[config.mk]
export PLATFORM = sky130hd
export DESIGN_NAME = mvsm_ctrl
export DESIGN_NICKNAME = d
export VERILOG_FILES = /design/src/rtl/core/mvsm_pkg.sv /design/src/rtl/core/mvsm_ctrl.sv
export SDC_FILE = /design/constraint.sdc
export NUM_CORES = 1
export LEC_CHECK = 0
export BUFFER_PORTS_ARGS = -buffer_cell sky130_fd_sc_hd__buf_4
export CORE_AREA = 2 2 39 41
export CTS_CLUSTER_DIAMETER = 40
export DETAILED_ROUTE_END_ITERATION = 10
export DIE_AREA = 0 0 41 43
export GPL_TIMING_DRIVEN = 0
export SLEW_MARGIN = 20
export SYNTH_ARGS = -nofsm -noshare
export SYNTH_HDL_FRONTEND = slang
export SYNTH_SLANG_ARGS = --single-unit
[constraint.sdc]
create_clock -name clock -period 2.1 [get_ports clock]
set_input_delay 0.21 -clock clock [delete_from_list [all_inputs] [get_ports clock]]
set_output_delay 0.21 -clock clock [all_outputs]
set_load 0.1 [all_outputs]
[src/rtl/core/mvsm_pkg.sv]
// ----------------------------------------------------------------------------
// mvsm_pkg
// Shared types and constants of the sample-playback mixer.
// ----------------------------------------------------------------------------
package mvsm_pkg;

   localparam int VOICE_COUNT_DEF  = 64;
   localparam int SOUND_COUNT_DEF  = 64;
   localparam int SAMPLE_DEPTH_DEF = 65536;

   localparam int CMD_W    = 2;
   localparam int ID_W     = 6;
   localparam int SADDR_W  = 16;
   localparam int SAMPLE_W = 16;
   localparam int POS_W    = 17;

   typedef enum logic [1:0] {
      CMD_TICK         = 2'd0,
      CMD_PLAY         = 2'd1,
      CMD_WRITE_SAMPLE = 2'd2,
      CMD_WRITE_SOUND  = 2'd3
   } cmd_type;

   typedef enum logic [2:0] {
      ST_IDLE,
      ST_SOUND_RD,
      ST_PLAY_SCAN,
      ST_PLAY_LOAD,
      ST_MIX_RD,
      ST_MIX_SAMP,
      ST_MIX_ACC,
      ST_DONE
   } state_type;

   // controller -> datapath
   typedef struct packed {
      logic capture;      // latch request fields
      logic sound_rd;     // read sound table
      logic scan_clear;   // reset voice counter
      logic scan_step;    // advance voice counter
      logic play_load;    // load found voice
      logic mix_rd;       // read voice state
      logic mix_samp;     // read sample at voice position
      logic mix_acc;      // accumulate and update voice
      logic sample_wr;    // write sample memory
      logic sound_wr;     // write sound table
      logic respond;      // present result
      logic refused;      // play refused
      logic played;       // play succeeded
   } ctrl_type;

   // datapath -> controller
   typedef struct packed {
      cmd_type cmd;
      logic    id_ok;     // sound id in range
      logic    last;      // voice counter at final voice
      logic    idle_hit;  // current voice idle
   } stat_type;

endpackage

[src/rtl/core/mvsm_ctrl.sv]
// ----------------------------------------------------------------------------
// mvsm_ctrl
// Controller: sequences one request through the datapath.
// ----------------------------------------------------------------------------
module mvsm_ctrl (
   input  logic                clock,
   input  logic                reset,
   input  logic                start,
   output logic                busy,
   input  mvsm_pkg::stat_type  stat,
   output mvsm_pkg::ctrl_type  ctrl
);

   mvsm_pkg::state_type state_ff, state_in;

   always_ff @(posedge clock) begin
      if (reset) begin
         state_ff <= mvsm_pkg::ST_IDLE;
      end else begin
         state_ff <= state_in;
      end
   end

   always_comb begin
      state_in = state_ff;
      ctrl     = '0;
      busy     = (state_ff != mvsm_pkg::ST_IDLE);
      case (state_ff)
         mvsm_pkg::ST_IDLE: begin
            if (start) begin
               ctrl.capture = 1'b1;
               state_in     = mvsm_pkg::ST_SOUND_RD;
            end
         end
         mvsm_pkg::ST_SOUND_RD: begin
            ctrl.scan_clear = 1'b1;
            case (stat.cmd)
               mvsm_pkg::CMD_TICK: state_in = mvsm_pkg::ST_MIX_RD;
               mvsm_pkg::CMD_PLAY: begin
                  ctrl.sound_rd = 1'b1;
                  state_in = stat.id_ok ? mvsm_pkg::ST_PLAY_SCAN : mvsm_pkg::ST_DONE;
               end
               mvsm_pkg::CMD_WRITE_SAMPLE: begin
                  ctrl.sample_wr = 1'b1;
                  state_in = mvsm_pkg::ST_DONE;
               end
               default: begin
                  ctrl.sound_wr = 1'b1;
                  state_in = mvsm_pkg::ST_DONE;
               end
            endcase
         end
         mvsm_pkg::ST_PLAY_SCAN: begin
            if (stat.idle_hit) begin
               state_in = mvsm_pkg::ST_PLAY_LOAD;
            end else if (stat.last) begin
               ctrl.refused = 1'b1;
               state_in = mvsm_pkg::ST_DONE;
            end else begin
               ctrl.scan_step = 1'b1;
            end
         end
         mvsm_pkg::ST_PLAY_LOAD: begin
            ctrl.play_load = 1'b1;
            ctrl.played    = 1'b1;
            state_in = mvsm_pkg::ST_DONE;
         end
         mvsm_pkg::ST_MIX_RD: begin
            ctrl.mix_rd = 1'b1;
            state_in = mvsm_pkg::ST_MIX_SAMP;
         end
         mvsm_pkg::ST_MIX_SAMP: begin
            ctrl.mix_samp = 1'b1;
            state_in = mvsm_pkg::ST_MIX_ACC;
         end
         mvsm_pkg::ST_MIX_ACC: begin
            ctrl.mix_acc = 1'b1;
            if (stat.last) begin
               state_in = mvsm_pkg::ST_DONE;
            end else begin
               ctrl.scan_step = 1'b1;
               state_in = mvsm_pkg::ST_MIX_RD;
            end
         end
         mvsm_pkg::ST_DONE: begin
            ctrl.respond = 1'b1;
            state_in = mvsm_pkg::ST_IDLE;
         end
         default: state_in = mvsm_pkg::ST_IDLE;
      endcase
   end

   a_one_wr: assert property (@(posedge clock) disable iff (reset)
      !(ctrl.sample_wr && ctrl.sound_wr)) else $error("two writes at once");
   a_done_after: assert property (@(posedge clock) disable iff (reset)
      ctrl.respond |=> !busy) else $error("not idle after result");
   a_start_only_idle: assert property (@(posedge clock) disable iff (reset)
      ctrl.capture |-> !busy) else $error("capture while busy");
   a_refuse_excl: assert property (@(posedge clock) disable iff (reset)
      !(ctrl.refused && ctrl.played)) else $error("refused and played");

endmodule

==> flow_summary.html, run 1 <==
<table>
<tr><th>Metric</th><th>Value</th></tr>
<tr><th colspan="2">Final layout</th></tr>
<tr><td>Biggest regs</td><td>state_ff (3)</td></tr>
<tr><td>Total Nets Final</td><td>76</td></tr>
<tr><td>Finished Layout Cells</td><td>just over 80</td></tr>
<tr><td>Max reg flops</td><td>3</td></tr>
<tr><td>Register with the highest flop count</td><td>state_ff</td></tr>
<tr><td>Post-route cell area</td><td>564 sq um</td></tr>
<tr><td>Share of post-route cells with drive strength above 1</td><td>61.2%</td></tr>
<tr><td>Area delta synth-&gt;final</td><td>74.8%</td></tr>
<tr><td>Number of antenna cells inserted</td><td>0</td></tr>
<tr><th colspan="2">Power</th></tr>
<tr><td>Sequential Power Share</td><td>between 10% and 20%</td></tr>
<tr><td>Power Internal</td><td>around 0.27 mW</td></tr>
<tr><td>Static power due to leakage</td><td>0.249 nW</td></tr>
<tr><td>Total power</td><td>between 0.6 and 0.7 mW</td></tr>
<tr><td>Power Dens Cells</td><td>1180 mW/mm^2</td></tr>
<tr><td>Worst-case vdd ir drop</td><td>0.436 mV</td></tr>
<tr><td>Part of the total power dissipated in combinational logic</td><td>between 70% and 80%</td></tr>
<tr><td>Net Sw Frac</td><td>between 50 and 60%</td></tr>
<tr><td>Clk pwr share</td><td>around 16%</td></tr>
<tr><td>Switching Power</td><td>about 0.40 mW</td></tr>
<tr><th colspan="2">Logic synthesis</th></tr>
<tr><td>Count of synthesis-stage warnings from yosys</td><td>0</td></tr>
<tr><td>Number of distinct library cells after synthesis</td><td>25</td></tr>
<tr><td>Largest area contributor in the synthesized netlist</td><td>sky130_fd_sc_hd__dfxtp_1</td></tr>
<tr><td>Average footprint of a synthesized cell</td><td>~7.7 sq um</td></tr>
<tr><td>Post-synth EDFFs</td><td>0</td></tr>
<tr><td>Commonest cells in the synthesized netlist</td><td>4 x sky130_fd_sc_hd__nor2_1, 3 x sky130_fd_sc_hd__dfxtp_1, 3 x sky130_fd_sc_hd__inv_1, 3 x sky130_fd_sc_hd__nand2_1, 3 x sky130_fd_sc_hd__nor2b_1</td></tr>
<tr><td>Cell area after synthesis</td><td>roughly 320 sq um</td></tr>
<tr><td>Number of nets in the synthesized netlist</td><td>50</td></tr>
<tr><td>Number of instances in the synthesized netlist</td><td>42</td></tr>
<tr><td>Post-synthesis async set-or-reset flop share</td><td>0%</td></tr>
<tr><td>Post-synthesis sequential area ratio</td><td>18.6%</td></tr>
<tr><td>Library cell with the highest instance count after synthesis</td><td>sky130_fd_sc_hd__nor2_1</td></tr>
<tr><td>Most used flip-flop cell after synthesis</td><td>sky130_fd_sc_hd__dfxtp_1</td></tr>
<tr><td>Ranking of synthesized cells by area</td><td>sky130_fd_sc_hd__dfxtp_1 19%, sky130_fd_sc_hd__nor2b_1 5.8%, sky130_fd_sc_hd__nor3b_4 5.8%, sky130_fd_sc_hd__a311oi_1 5.4%, sky130_fd_sc_hd__a2111oi_2 4.7%</td></tr>
<tr><td>Flip-flop and latch count after synthesis</td><td>3</td></tr>
<tr><td>Top cell type's share of synthesized area</td><td>a little under a fifth</td></tr>
<tr><th colspan="2">Clock network</th></tr>
<tr><td>Number of clock sinks seen by CTS</td><td>3</td></tr>
<tr><td>Post-cts hold buffer count</td><td>0</td></tr>
<tr><td>Clock transition time at the flip-flop clock pins of the worst setup and hold paths</td><td>0.04 ns</td></tr>
<tr><td>Depth of the CTS H-tree</td><td>1</td></tr>
<tr><td>Post-CTS setup buffer count</td><td>0</td></tr>
<tr><td>Number of gates resized after CTS</td><td>0</td></tr>
<tr><td>TritonCTS clock tree</td><td>built</td></tr>
<tr><td>Maximum clock insertion buffer count</td><td>2</td></tr>
<tr><td>Clock insertion delay at the later pin of the skew report</td><td>around 0.24 ns</td></tr>
<tr><td>CTS Buf Count</td><td>3</td></tr>
<tr><td>Cell at the root of the clock tree</td><td>sky130_fd_sc_hd__clkbuf_4</td></tr>
<tr><th colspan="2">STA</th></tr>
<tr><td>Setup repair after global routing missed its margin</td><td>no</td></tr>
<tr><td>Aggregate negative setup slack</td><td>0 ns</td></tr>
<tr><td>Clock period minus final worst setup slack</td><td>roughly 1.9 ns</td></tr>
<tr><td># setup viols final</td><td>0</td></tr>
<tr><td>Post-route worst hold slack</td><td>between 0.15 and 0.2 ns</td></tr>
<tr><td>Transition at the pin with the smallest max-transition slack</td><td>approximately 0.32 ns</td></tr>
<tr><td>Fin crit share</td><td>around 90%</td></tr>
<tr><td>Achievable clock frequency</td><td>528 MHz</td></tr>
<tr><td>Number of slew-limit violations in the final report</td><td>0</td></tr>
<tr><td>Skew final</td><td>0.00124 ns</td></tr>
<tr><td>Final count of hold timing violations</td><td>0</td></tr>
<tr><td>Headroom to the max-slew limit</td><td>between 70 and 80%</td></tr>
<tr><th colspan="2">Drt</th></tr>
<tr><td>Routed vias</td><td>390</td></tr>
<tr><td>Vias per inst</td><td>around 4.7</td></tr>
<tr><td>DR DRC count</td><td>0</td></tr>
<tr><td>Starting DRC count in detailed routing</td><td>10</td></tr>
<tr><td>Final wirelength</td><td>917 um</td></tr>
<tr><td>Post-route antenna net violation count</td><td>0</td></tr>
<tr><td>DR WL/cell</td><td>11.0 um</td></tr>
<tr><td>DRT Pass-1 Iters</td><td>3</td></tr>
<tr><th colspan="2">Global routing</th></tr>
<tr><td>Aggregate global-route resource usage</td><td>roughly an eighth</td></tr>
<tr><td>Maximum number of pins on one net before global-route repair</td><td>11</td></tr>
<tr><td>First-pass GRT wire length</td><td>about 1500 um</td></tr>
<tr><td>Initial antenna violation count</td><td>0</td></tr>
<tr><td>Via count of the first global-routing pass</td><td>between 300 and 400</td></tr>
<tr><td>GR Overflow Total</td><td>0</td></tr>
<tr><th colspan="2">Setup path</th></tr>
<tr><td>Crit-path cells</td><td>buf_2 &gt; or3_2 &gt; nor2_4 &gt; buf_4</td></tr>
<tr><td>Required arrival time at the worst endpoint</td><td>about 1.9 ns</td></tr>
<tr><td>Critical Path AT</td><td>between 1.5 and 2 ns</td></tr>
<tr><td>Largest stage delay on the critical path</td><td>between 0.5 and 0.6 ns</td></tr>
<tr><td>Largest fanout of any net on the critical path</td><td>10</td></tr>
<tr><td>Category of the critical setup timing path</td><td>reg -&gt; out</td></tr>
<tr><td>Kind of capture point of the worst setup path</td><td>output port</td></tr>
<tr><td>Library cell contributing the largest single delay on the critical path</td><td>sky130_fd_sc_hd__or3_2</td></tr>
<tr><td>Startpoint class of the critical path</td><td>flip-flop</td></tr>
<tr><th colspan="2">Placement</th></tr>
<tr><td>Cell count after placement</td><td>between 70 and 80</td></tr>
<tr><td>Final weighted congestion in routability-driven placement</td><td>around 0.74</td></tr>
<tr><td>HPWL after detailed placement</td><td>between 700 and 800 um</td></tr>
<tr><td>Placement Cell Area</td><td>roughly 540 sq um</td></tr>
<tr><td># port buffers</td><td>21</td></tr>
<tr><th colspan="2">Floorplanning</th></tr>
<tr><td>Overall die height</td><td>about 43 um</td></tr>
<tr><td>Initial core utilization</td><td>23.3%</td></tr>
<tr><td>Number of rows created at floorplan</td><td>14</td></tr>
<tr><td>Standard cell core area</td><td>between 0.001 and 0.0015 sq mm</td></tr>
<tr><td>IO Pins</td><td>22</td></tr>
<tr><td>Area of the die</td><td>roughly 0.0018 sq mm</td></tr>
<tr><td>Die X-Extent</td><td>about 40 um</td></tr>
<tr><th colspan="2">Run</th></tr>
<tr><td>Number of maximum-capacitance violations</td><td>0</td></tr>
<tr><th colspan="2">Hold path</th></tr>
<tr><td>Tightest Hold Check Type</td><td>in -&gt; reg</td></tr>
<tr><th colspan="2">Status</th></tr>
<tr><td>Result of the run</td><td>finished clean</td></tr>
</table>
final cells by class:
class / count / area, sq um
Multi-Input combinational cell: 32 / 254
Inverter: 3 / 11.3
Sequential cell: 3 / 60.1
Buffer: 4 / 35.0
Clock buffer: 4 / 26.3
Tap cell: 16 / 20.0
Fill cell: 157 / 820
Timing Repair Buffer: 21 / 158
through the flow:
step           util [%]  worst slack (ns)
5_1_grt            40.8             0.139
3_5_place_dp       38.9             0.451
3_3_place_gp       38.9             0.460
4_1_cts            40.8             0.198
2_1_floorplan         -            -0.666
6_report           40.8             0.206
layout by cell type, fill, tap and decap left out, drive strengths merged, types with 2 or more instances in the layout:
| cell type | count |
|---|---|
| dfxtp | 3 |
| nor2b | 3 |
| a21oi | 2 |
| buf | 25 |
| nand2b | 2 |
| o21ai | 2 |
| inv | 3 |
| nand2 | 3 |
| or3 | 2 |
| clkbuf | 4 |
| a311oi | 2 |
| nor3 | 2 |
| and3 | 2 |
| nor2 | 4 |
worst paths after layout:
kind / cells after the start / end / slack (ns) / from
worst max-delay path: 4 / ctrl[12] / 0.21 / state_ff[1]
worst min register to register: 2 / state_ff[1] / 0.58 / state_ff[2]
worst min-delay path: 2 / state_ff[1] / 0.16 / reset
worst max register to register: 4 / state_ff[0] / 0.71 / state_ff[1]
power by group through the flow:
stage | Combinational [mW] | Sequential (mW) | Clock [mW]
finish | 0.485 | 0.0776 | 0.105
detailed placement | 0.486 | 0.0787 | 0
global route | 0.509 | 0.0789 | 0.111
CTS | 0.488 | 0.0779 | 0.105
global placement | 0.487 | 0.0780 | 0
floorplan | 0.399 | 0.0775 | 0
layer usage:
layer	share of wire, %	global-route usage [%]	vias up
met5	0	0	-
met4	3.2	10.0	0
met3	5.1	3.14	4
met2	52	18.4	9
met1	40	16.0	181
li1	-	-	196
critical path: cells and delay by family, from the launching register on:
family	cells	cell delay, ns
simple gates	2	0.65
buf+inv	2	0.46
flops	1	0.32
logic make-up (layout without fill, tap and decap cells):
| group | after synthesis | after routing | synth area share [%] |
|---|---|---|---|
| compound gates | 8 | 8 | 19.8 |
| buf+inv | 7 | 32 | 13.2 |
| flops | 3 | 3 | 18.6 |
| simple gates | 24 | 24 | 48.5 |
(Power assumes the default switching activity.)
==> run 2, diff against run 1 <==
--- a/config.mk
+++ b/config.mk
@@ -6,11 +6,14 @@
 export NUM_CORES = 1
 export LEC_CHECK = 0
 export BUFFER_PORTS_ARGS = -buffer_cell sky130_fd_sc_hd__buf_4
+export CELL_PAD_IN_SITES_DETAIL_PLACEMENT = 1
+export CELL_PAD_IN_SITES_GLOBAL_PLACEMENT = 1
 export CORE_AREA = 2 2 39 41
 export CTS_CLUSTER_DIAMETER = 40
 export DETAILED_ROUTE_END_ITERATION = 10
 export DIE_AREA = 0 0 41 43
 export GPL_TIMING_DRIVEN = 0
+export PLACE_DENSITY_LB_ADDON = 0.1
 export SLEW_MARGIN = 20
 export SYNTH_ARGS = -nofsm -noshare
 export SYNTH_HDL_FRONTEND = slang
==> run 2 against run 1 <==
  * Non-clock buffer count stayed put
  * Combinational power hardly changed
  * Cell count unchanged
  * Worst hold slack hardly changed
  * Register-to-register slack gained 0.02 ns
  * Worst setup slack got worse by 0.00079 ns
  * Final area did not move
  * Core utilization is the same
  * Clock skew rose by 0.0041 ns
  * Critical path type unchanged
==> flow_summary.html, run 2 (same netlist as run 1, synthesis figures left out) <==
<table>
<tr><th>Metric</th><th>Value</th></tr>
<tr><th colspan="2">Setup path</th></tr>
<tr><td>Critical Path AT</td><td>1.68 ns (about the same)</td></tr>
<tr><td>Critical R2R Capture</td><td>state_ff[0] (unchanged)</td></tr>
<tr><td>R2r setup slk</td><td>0.73 ns (was 0.71 ns)</td></tr>
<tr><td>Largest stage delay on the critical path</td><td>0.54 ns (about the same)</td></tr>
<tr><td>Reg2reg path depth</td><td>4 (unchanged)</td></tr>
<tr><td>Library cell contributing the largest single delay on the critical path</td><td>sky130_fd_sc_hd__or3_2 (unchanged)</td></tr>
<tr><td>Kind of capture point of the worst setup path</td><td>output port (unchanged)</td></tr>
<tr><td>Category of the critical setup timing path</td><td>reg -&gt; out (unchanged)</td></tr>
<tr><td>Largest fanout of any net on the critical path</td><td>10 (unchanged)</td></tr>
<tr><td>Crit-path cells</td><td>buf_2 &gt; or3_2 &gt; nor2_4 &gt; buf_4 (unchanged)</td></tr>
<tr><td>Startpoint class of the critical path</td><td>flip-flop (unchanged)</td></tr>
<tr><td>Startpoint of the worst-slack reg-to-reg timing path</td><td>state_ff[1] (unchanged)</td></tr>
<tr><td>Required arrival time at the worst endpoint</td><td>1.89 ns (about the same)</td></tr>
<tr><th colspan="2">Clock network</th></tr>
<tr><td>Cell at the root of the clock tree</td><td>sky130_fd_sc_hd__clkbuf_4 (unchanged)</td></tr>
<tr><td>Post-cts hold buffer count</td><td>0 (unchanged)</td></tr>
<tr><td>TritonCTS clock tree</td><td>built (unchanged)</td></tr>
<tr><td>Number of clock sinks seen by CTS</td><td>3 (unchanged)</td></tr>
<tr><td>Number of gates resized after CTS</td><td>0 (unchanged)</td></tr>
<tr><td>Depth of the CTS H-tree</td><td>1 (unchanged)</td></tr>
<tr><td>Clock transition time at the flip-flop clock pins of the worst setup and hold paths</td><td>0.04 ns (about the same)</td></tr>
<tr><td>Post-CTS setup buffer count</td><td>0 (unchanged)</td></tr>
<tr><td>CTS Buf Count</td><td>3 (unchanged)</td></tr>
<tr><td>Clock insertion delay at the later pin of the skew report</td><td>0.24 ns (about the same)</td></tr>
<tr><td>Maximum clock insertion buffer count</td><td>2 (unchanged)</td></tr>
<tr><th colspan="2">Drt</th></tr>
<tr><td>DR DRC count</td><td>0 (unchanged)</td></tr>
<tr><td>Final wirelength</td><td>945 um (was 917 um)</td></tr>
<tr><td>Routed vias</td><td>399 (was 390)</td></tr>
<tr><td>DR WL/cell</td><td>11.4 um (was 11.0 um)</td></tr>
<tr><td>Starting DRC count in detailed routing</td><td>2 (was 10)</td></tr>
<tr><td>Post-route antenna net violation count</td><td>0 (unchanged)</td></tr>
<tr><td>Vias per inst</td><td>4.81 (was 4.70)</td></tr>
<tr><td>DRT Pass-1 Iters</td><td>3 (unchanged)</td></tr>
<tr><th colspan="2">Final layout</th></tr>
<tr><td>Max reg flops</td><td>3 (unchanged)</td></tr>
<tr><td>Number of antenna cells inserted</td><td>0 (unchanged)</td></tr>
<tr><td>Area delta synth-&gt;final</td><td>74.8% (unchanged)</td></tr>
<tr><td>Biggest regs</td><td>state_ff (3) (unchanged)</td></tr>
<tr><td>Share of post-route cells with drive strength above 1</td><td>61.2% (unchanged)</td></tr>
<tr><td>Finished Layout Cells</td><td>83 (unchanged)</td></tr>
<tr><td>Total Nets Final</td><td>76 (unchanged)</td></tr>
<tr><td>Most frequent standard cell in the layout excluding fill and tap cells</td><td>sky130_fd_sc_hd__buf_4 (unchanged)</td></tr>
<tr><td>Register with the highest flop count</td><td>state_ff (unchanged)</td></tr>
<tr><th colspan="2">Floorplanning</th></tr>
<tr><td>Overall die height</td><td>43 um (unchanged)</td></tr>
<tr><td>Number of rows created at floorplan</td><td>14 (unchanged)</td></tr>
<tr><td>Standard cell core area</td><td>0.00138 sq mm (unchanged)</td></tr>
<tr><td>Die X-Extent</td><td>41 um (unchanged)</td></tr>
<tr><td>IO Pins</td><td>22 (unchanged)</td></tr>
<tr><td>Initial core utilization</td><td>23.3% (unchanged)</td></tr>
<tr><td>Area of the die</td><td>0.00176 sq mm (unchanged)</td></tr>
<tr><th colspan="2">STA</th></tr>
<tr><td>Transition at the pin with the smallest max-transition slack</td><td>0.319 ns (was 0.321 ns)</td></tr>
<tr><td>Skew final</td><td>0.00531 ns (was 0.00124 ns)</td></tr>
<tr><td>Clock period minus final worst setup slack</td><td>1.89 ns (about the same)</td></tr>
<tr><td>Achievable clock frequency</td><td>528 MHz (about the same)</td></tr>
<tr><td>Setup repair after global routing missed its margin</td><td>no (unchanged)</td></tr>
<tr><td>Headroom to the max-slew limit</td><td>78.5% (was 78.4%)</td></tr>
<tr><td>Fin crit share</td><td>90.2% (about the same)</td></tr>
<tr><td>Final count of hold timing violations</td><td>0 (unchanged)</td></tr>
<tr><td># setup viols final</td><td>0 (unchanged)</td></tr>
<tr><td>Post-route worst hold slack</td><td>0.157 ns (was 0.156 ns)</td></tr>
<tr><td>Number of slew-limit violations in the final report</td><td>0 (unchanged)</td></tr>
<tr><th colspan="2">Hold path</th></tr>
<tr><td>Beginning of the worst hold path</td><td>reset (unchanged)</td></tr>
<tr><td>Worst hold path depth</td><td>2 (unchanged)</td></tr>
<tr><td>Tightest Hold Check Type</td><td>in -&gt; reg (unchanged)</td></tr>
<tr><td>Hold Path Sink</td><td>state_ff[1] (unchanged)</td></tr>
<tr><th colspan="2">Global routing</th></tr>
<tr><td>First-pass GRT wire length</td><td>1590 um (was 1500 um)</td></tr>
<tr><td>GR Overflow Total</td><td>0 (unchanged)</td></tr>
<tr><td>Via count of the first global-routing pass</td><td>385 (was 339)</td></tr>
<tr><td>Initial antenna violation count</td><td>0 (unchanged)</td></tr>
<tr><td>Aggregate global-route resource usage</td><td>13.3% (was 13.0%)</td></tr>
<tr><td>Maximum number of pins on one net before global-route repair</td><td>11 (unchanged)</td></tr>
<tr><th colspan="2">Run</th></tr>
<tr><td>Number of maximum-capacitance violations</td><td>0 (unchanged)</td></tr>
<tr><th colspan="2">Power</th></tr>
<tr><td>Static power due to leakage</td><td>0.249 nW (unchanged)</td></tr>
<tr><td>Worst-case vdd ir drop</td><td>0.484 mV (was 0.436 mV)</td></tr>
<tr><td>Power Dens Cells</td><td>1180 mW/mm^2 (about the same)</td></tr>
<tr><td>Total power</td><td>0.667 mW (was 0.668 mW)</td></tr>
<tr><th colspan="2">Placement</th></tr>
<tr><td>Final weighted congestion in routability-driven placement</td><td>0.695 (was 0.744)</td></tr>
<tr><td>Cell count after placement</td><td>79 (unchanged)</td></tr>
<tr><td># port buffers</td><td>21 (unchanged)</td></tr>
<tr><td>HPWL after detailed placement</td><td>736 um (was 702 um)</td></tr>
<tr><th colspan="2">Status</th></tr>
<tr><td>Result of the run</td><td>finished clean (unchanged)</td></tr>
</table>
==> run 2: cell counts in the layout (fill, tap and decap cells not counted) <==
Identical to the previous run, type by type.
==> run 2: layout make-up <==
type | instances | area, sq um
Timing Repair Buffer | 21 | 158
Tap cell | 16 | 20.0
Sequential cell | 3 | 60.1
Fill cell | 186 | 820
Clock buffer | 4 | 26.3
Multi-Input combinational cell | 32 | 254
Buffer | 4 | 35.0
Inverter | 3 | 11.3
==> run 2: worst max-delay path by stage <==
stage                start        to  slack, ns  depth (start not counted)
2_1_floorplan  state_ff[1]   ctrl[6]      -0.67                          2
3_3_place_gp   state_ff[1]  ctrl[12]       0.45                          4
3_5_place_dp   state_ff[1]  ctrl[12]       0.46                          4
4_1_cts        state_ff[1]  ctrl[12]       0.19                          4
5_1_grt        state_ff[1]  ctrl[12]       0.14                          4
6_report       state_ff[1]  ctrl[12]       0.21                          4
==> run 2: metrics by stage <==
stage | utilization (%) | TNS (ns) | cell area, sq um | setup WS, ns
2_1_floorplan | - | -2.08 | 360 | -0.666
6_report | 40.8 | 0 | 564 | 0.205
3_3_place_gp | 38.9 | 0 | 538 | 0.454
5_1_grt | 40.8 | 0 | 564 | 0.142
3_5_place_dp | 38.9 | 0 | 538 | 0.456
4_1_cts | 40.8 | 0 | 564 | 0.194
==> run 2: layer usage <==
| metal | track usage (%) | share of wire, % | wire [um] | up-vias |
|---|---|---|---|---|
| li1 | - | - | - | 200 |
| met3 | 3.14 | 4.7 | 44 | 2 |
| met2 | 20.0 | 52 | 489 | 14 |
| met1 | 16.3 | 42 | 397 | 183 |
| met4 | 8.00 | 1.4 | 13 | 0 |
| met5 | 0 | 0 | 0 | - |
==> run 2: report_power, final <==
group | switching, mW | internal (mW) | leakage [nW]
Clock | 0.0325 | 0.0714 | 0.0150
Sequential | 0.00689 | 0.0703 | 0.0249
Combinational | 0.360 | 0.126 | 0.209
Total | 0.400 | 0.268 | 0.249
==> run 2: critical path, delay by kind of cell (launching register included) <==
family / cells / cell delay, ns
DFF: 1 / 0.32
and+or+nand+nor: 2 / 0.66
buffers and inverters: 2 / 0.46
==> run 3, diff against run 2 <==
--- a/config.mk
+++ b/config.mk
@@ -5,13 +5,14 @@
 export SDC_FILE = /design/constraint.sdc
 export NUM_CORES = 1
 export LEC_CHECK = 0
+export ABC_AREA = 1
 export BUFFER_PORTS_ARGS = -buffer_cell sky130_fd_sc_hd__buf_4
 export CELL_PAD_IN_SITES_DETAIL_PLACEMENT = 1
 export CELL_PAD_IN_SITES_GLOBAL_PLACEMENT = 1
-export CORE_AREA = 2 2 39 41
+export CORE_MARGIN = 2
+export CORE_UTILIZATION = 24
 export CTS_CLUSTER_DIAMETER = 40
 export DETAILED_ROUTE_END_ITERATION = 10
-export DIE_AREA = 0 0 41 43
 export GPL_TIMING_DRIVEN = 0
 export PLACE_DENSITY_LB_ADDON = 0.1
 export SLEW_MARGIN = 20
==> run 3 against run 2 <==
  * Global-route usage hardly changed
  * Synthesized cell count is 40% higher
  * Cell count is 19% higher
  * Die area is 7.8% lower
  * Clock skew is 0.0027 ns higher
  * Critical path depth is 1 higher
  * Core utilization is 1.5 points higher
  * Critical endpoint is now ctrl[9]
  * Highest routed layer unchanged
==> flow_summary.html, run 3 <==
<table>
<tr><th>Metric</th><th>Value</th></tr>
<tr><th colspan="2">Placement</th></tr>
<tr><td># port buffers</td><td>21 (unchanged)</td></tr>
<tr><td>Cell count after placement</td><td>95 (was 79)</td></tr>
<tr><td>Final weighted congestion in routability-driven placement</td><td>0.747 (was 0.695)</td></tr>
<tr><td>HPWL after detailed placement</td><td>819 um (was 736 um)</td></tr>
<tr><th colspan="2">Logic synthesis</th></tr>
<tr><td>Library cell with the highest instance count after synthesis</td><td>sky130_fd_sc_hd__nand2_1 (was sky130_fd_sc_hd__nor2_1)</td></tr>
<tr><td>Ranking of synthesized cells by area</td><td>sky130_fd_sc_hd__dfxtp_1 19%, sky130_fd_sc_hd__nand2_1 13%, sky130_fd_sc_hd__inv_1 12%, sky130_fd_sc_hd__nor2_1 12%, sky130_fd_sc_hd__nand3_1 7.9% (was sky130_fd_sc_hd__dfxtp_1 19%, sky130_fd_sc_hd__nor2b_1 5.8%, sky130_fd_sc_hd__nor3b_4 5.8%, sky130_fd_sc_hd__a311oi_1 5.4%, sky130_fd_sc_hd__a2111oi_2 4.7%)</td></tr>
<tr><td>Number of nets in the synthesized netlist</td><td>67 (was 50)</td></tr>
<tr><td>Post-synth EDFFs</td><td>0 (unchanged)</td></tr>
<tr><td>Most used flip-flop cell after synthesis</td><td>sky130_fd_sc_hd__dfxtp_1 (unchanged)</td></tr>
<tr><td>Number of instances in the synthesized netlist</td><td>59 (was 42)</td></tr>
<tr><td>Commonest cells in the synthesized netlist</td><td>11 x sky130_fd_sc_hd__nand2_1, 10 x sky130_fd_sc_hd__inv_1, 10 x sky130_fd_sc_hd__nor2_1, 5 x sky130_fd_sc_hd__nand3_1, 4 x sky130_fd_sc_hd__inv_2 (was 4 x sky130_fd_sc_hd__nor2_1, 3 x sky130_fd_sc_hd__dfxtp_1, 3 x sky130_fd_sc_hd__inv_1, 3 x sky130_fd_sc_hd__nand2_1, 3 x sky130_fd_sc_hd__nor2b_1)</td></tr>
<tr><td>Post-synthesis async set-or-reset flop share</td><td>0% (unchanged)</td></tr>
<tr><td>Flip-flop and latch count after synthesis</td><td>3 (unchanged)</td></tr>
<tr><td>Cell area after synthesis</td><td>317 sq um (was 323 sq um)</td></tr>
<tr><td>Average footprint of a synthesized cell</td><td>5.37 sq um (was 7.69 sq um)</td></tr>
<tr><td>Largest area contributor in the synthesized netlist</td><td>sky130_fd_sc_hd__dfxtp_1 (unchanged)</td></tr>
<tr><td>Number of distinct library cells after synthesis</td><td>17 (was 25)</td></tr>
<tr><td>Top cell type's share of synthesized area</td><td>19.0% (was 18.6%)</td></tr>
<tr><td>Count of synthesis-stage warnings from yosys</td><td>0 (unchanged)</td></tr>
<tr><td>Post-synthesis sequential area ratio</td><td>19.0% (was 18.6%)</td></tr>
<tr><th colspan="2">Clock network</th></tr>
<tr><td>Clock insertion delay at the later pin of the skew report</td><td>0.24 ns (about the same)</td></tr>
<tr><td>CTS Buf Count</td><td>3 (unchanged)</td></tr>
<tr><td>Number of clock sinks seen by CTS</td><td>3 (unchanged)</td></tr>
<tr><td>Cell at the root of the clock tree</td><td>sky130_fd_sc_hd__clkbuf_4 (unchanged)</td></tr>
<tr><td>Depth of the CTS H-tree</td><td>1 (unchanged)</td></tr>
<tr><td>Maximum clock insertion buffer count</td><td>2 (unchanged)</td></tr>
<tr><td>Post-CTS setup buffer count</td><td>0 (unchanged)</td></tr>
<tr><td>Post-cts hold buffer count</td><td>0 (unchanged)</td></tr>
<tr><td>Number of gates resized after CTS</td><td>0 (unchanged)</td></tr>
<tr><td>Clock transition time at the flip-flop clock pins of the worst setup and hold paths</td><td>0.04 ns (about the same)</td></tr>
<tr><td>TritonCTS clock tree</td><td>built (unchanged)</td></tr>
<tr><th colspan="2">Final layout</th></tr>
<tr><td>Biggest regs</td><td>state_ff (3) (unchanged)</td></tr>
<tr><td>Max reg flops</td><td>3 (unchanged)</td></tr>
<tr><td>Total of fill cells in the finished design</td><td>188 (was 186)</td></tr>
<tr><td>Finished Layout Cells</td><td>99 (was 83)</td></tr>
<tr><td>Commonest cells after routing, fill and taps aside</td><td>22 x sky130_fd_sc_hd__buf_4, 11 x sky130_fd_sc_hd__nand2_1, 10 x sky130_fd_sc_hd__inv_1</td></tr>
<tr><td>Register with the highest flop count</td><td>state_ff (unchanged)</td></tr>
<tr><td>Finished Core Util</td><td>42.3% (was 40.8%)</td></tr>
<tr><td>Total Nets Final</td><td>93 (was 76)</td></tr>
<tr><td>Most frequent standard cell in the layout excluding fill and tap cells</td><td>sky130_fd_sc_hd__buf_4 (unchanged)</td></tr>
<tr><td>Area delta synth-&gt;final</td><td>69.6% (was 74.8%)</td></tr>
<tr><td>Share of post-route cells with drive strength above 1</td><td>45.2% (was 61.2%)</td></tr>
<tr><td>Number of antenna cells inserted</td><td>0 (unchanged)</td></tr>
<tr><th colspan="2">Setup path</th></tr>
<tr><td>Startpoint class of the critical path</td><td>flip-flop (unchanged)</td></tr>
<tr><td>Kind of capture point of the worst setup path</td><td>output port (unchanged)</td></tr>
<tr><td>Critical Path AT</td><td>1.43 ns (was 1.68 ns)</td></tr>
<tr><td>Category of the critical setup timing path</td><td>reg -&gt; out (unchanged)</td></tr>
<tr><td>Required arrival time at the worst endpoint</td><td>1.89 ns (about the same)</td></tr>
<tr><td>Largest fanout of any net on the critical path</td><td>4 (was 10)</td></tr>
<tr><th colspan="2">Floorplanning</th></tr>
<tr><td>Number of rows created at floorplan</td><td>13 (was 14)</td></tr>
<tr><td>Overall die height</td><td>40.3 um (was 43 um)</td></tr>
<tr><td>Die X-Extent</td><td>40.3 um (was 41 um)</td></tr>
<tr><td>IO Pins</td><td>22 (unchanged)</td></tr>
<tr><td>Initial core utilization</td><td>25.0% (was 23.3%)</td></tr>
<tr><td>Area of the die</td><td>0.00163 sq mm (was 0.00176 sq mm)</td></tr>
<tr><td>Standard cell core area</td><td>0.00127 sq mm (was 0.00138 sq mm)</td></tr>
<tr><th colspan="2">Global routing</th></tr>
<tr><td>Layer with the highest usage</td><td>met2 (unchanged)</td></tr>
<tr><td>Aggregate global-route resource usage</td><td>13.4% (was 13.3%)</td></tr>
<tr><td>Via count of the first global-routing pass</td><td>345 (was 385)</td></tr>
<tr><td>Maximum number of pins on one net before global-route repair</td><td>8 (was 11)</td></tr>
<tr><td>First-pass GRT wire length</td><td>1430 um (was 1590 um)</td></tr>
<tr><td>Met1 track utilization from global routing</td><td>16.2% (was 16.3%)</td></tr>
<tr><td>Global-route track usage on met3</td><td>3.33% (was 3.14%)</td></tr>
<tr><td>Routing usage on met2</td><td>21.4% (was 20.0%)</td></tr>
<tr><td>Initial antenna violation count</td><td>0 (unchanged)</td></tr>
<tr><td>GR Overflow Total</td><td>0 (unchanged)</td></tr>
<tr><th colspan="2">Hold path</th></tr>
<tr><td>Tightest Hold Check Type</td><td>in -&gt; reg (unchanged)</td></tr>
<tr><th colspan="2">STA</th></tr>
<tr><td>Transition at the pin with the smallest max-transition slack</td><td>0.300 ns (was 0.319 ns)</td></tr>
<tr><td>Fin crit share</td><td>78.2% (was 90.2%)</td></tr>
<tr><td>Headroom to the max-slew limit</td><td>80.0% (was 78.5%)</td></tr>
<tr><td>Clock period minus final worst setup slack</td><td>1.64 ns (was 1.89 ns)</td></tr>
<tr><td># setup viols final</td><td>0 (unchanged)</td></tr>
<tr><td>Final count of hold timing violations</td><td>0 (unchanged)</td></tr>
<tr><td>Aggregate negative setup slack</td><td>0 ns (unchanged)</td></tr>
<tr><td>Setup repair after global routing missed its margin</td><td>no (unchanged)</td></tr>
<tr><td>Number of slew-limit violations in the final report</td><td>0 (unchanged)</td></tr>
<tr><td>Achievable clock frequency</td><td>609 MHz (was 528 MHz)</td></tr>
<tr><td>Skew final</td><td>0.00803 ns (was 0.00531 ns)</td></tr>
<tr><th colspan="2">Drt</th></tr>
<tr><td>DRT Pass-1 Iters</td><td>2 (was 3)</td></tr>
<tr><td>Post-route antenna net violation count</td><td>0 (unchanged)</td></tr>
<tr><td>DR DRC count</td><td>0 (unchanged)</td></tr>
<tr><td>Final wirelength</td><td>976 um (was 945 um)</td></tr>
<tr><td>Routed vias</td><td>435 (was 399)</td></tr>
<tr><td>DR WL/cell</td><td>9.86 um (was 11.4 um)</td></tr>
<tr><td>Starting DRC count in detailed routing</td><td>5 (was 2)</td></tr>
<tr><td>Vias per inst</td><td>4.39 (was 4.81)</td></tr>
<tr><th colspan="2">Status</th></tr>
<tr><td>Result of the run</td><td>finished clean (unchanged)</td></tr>
<tr><th colspan="2">Run</th></tr>
<tr><td>Number of maximum-capacitance violations</td><td>0 (unchanged)</td></tr>
</table>
-- run 3: cell types whose count changed in the layout (fill, tap and decap cells not counted), moves of 3 or more --
cell and delta:
sky130_fd_sc_hd__nand2_1 +8, sky130_fd_sc_hd__inv_1 +7, sky130_fd_sc_hd__nor2_1 +7, sky130_fd_sc_hd__nand3_1 +5
sky130_fd_sc_hd__inv_2 +4, sky130_fd_sc_hd__nor2_2 +3, sky130_fd_sc_hd__nor2b_1 -3
-- run 3: through the flow --
step	setup slack [ns]	area, sq um	hold slack, ns
3_5_place_dp	0.678	510	0.393
2_1_floorplan	-0.0903	334	0.277
6_report	0.458	537	0.148
4_1_cts	0.416	537	0.137
5_1_grt	0.308	537	0.145
3_3_place_gp	0.692	510	0.390
-- run 3: area by class of cell --
cell class	count	area [sq um]	area share (%)
Sequential cell	3	60.1	11.2
Inverter	14	52.6	9.79
Clock buffer	4	26.3	4.90
Buffer	1	7.51	1.40
Timing Repair Buffer	21	158	29.4
Multi-Input combinational cell	41	214	39.9
Tap cell	15	18.8	3.50
-- run 3: final timing paths --
check / startpoint / to / slack (ns) / cells after the start
worst max-delay path: state_ff[1] / ctrl[9] / 0.46 / 5
worst min-delay path: reset / state_ff[1] / 0.15 / 2
worst max register to register: state_ff[0] / state_ff[0] / 0.97 / 5
worst min register to register: state_ff[1] / state_ff[2] / 0.68 / 4
-- run 3: critical path, stage by stage (launching register included) --
cell and delay, ns:
sky130_fd_sc_hd__dfxtp_1 0.38, sky130_fd_sc_hd__inv_2 0.09, sky130_fd_sc_hd__nor2_2 0.14, sky130_fd_sc_hd__nand4_1 0.17, sky130_fd_sc_hd__o21ai_1 0.12, sky130_fd_sc_hd__buf_4 0.30
-- run 3: per-layer routing --
metal | share of wire [%] | vias up | wire length (um)
met5 | 0 | - | 0
met4 | 0.41 | 0 | 4
met3 | 5.5 | 2 | 54
met2 | 50 | 11 | 486
met1 | 44 | 194 | 430
li1 | - | 228 | -
-- run 3: logic make-up after synthesis --
| kind of cell | after synthesis | synth area share (%) |
|---|---|---|
| flip-flops | 3 | 19.0 |
| AND/OR/NAND/NOR | 36 | 53.4 |
| AO/OA/AOI/OAI | 5 | 8.69 |
| buffers and inverters | 15 | 19.0 |
Power of run 3 is left out: the tool's default activity adds up to more than one toggle a clock period on the data nets, which glitch-free logic cannot reach.
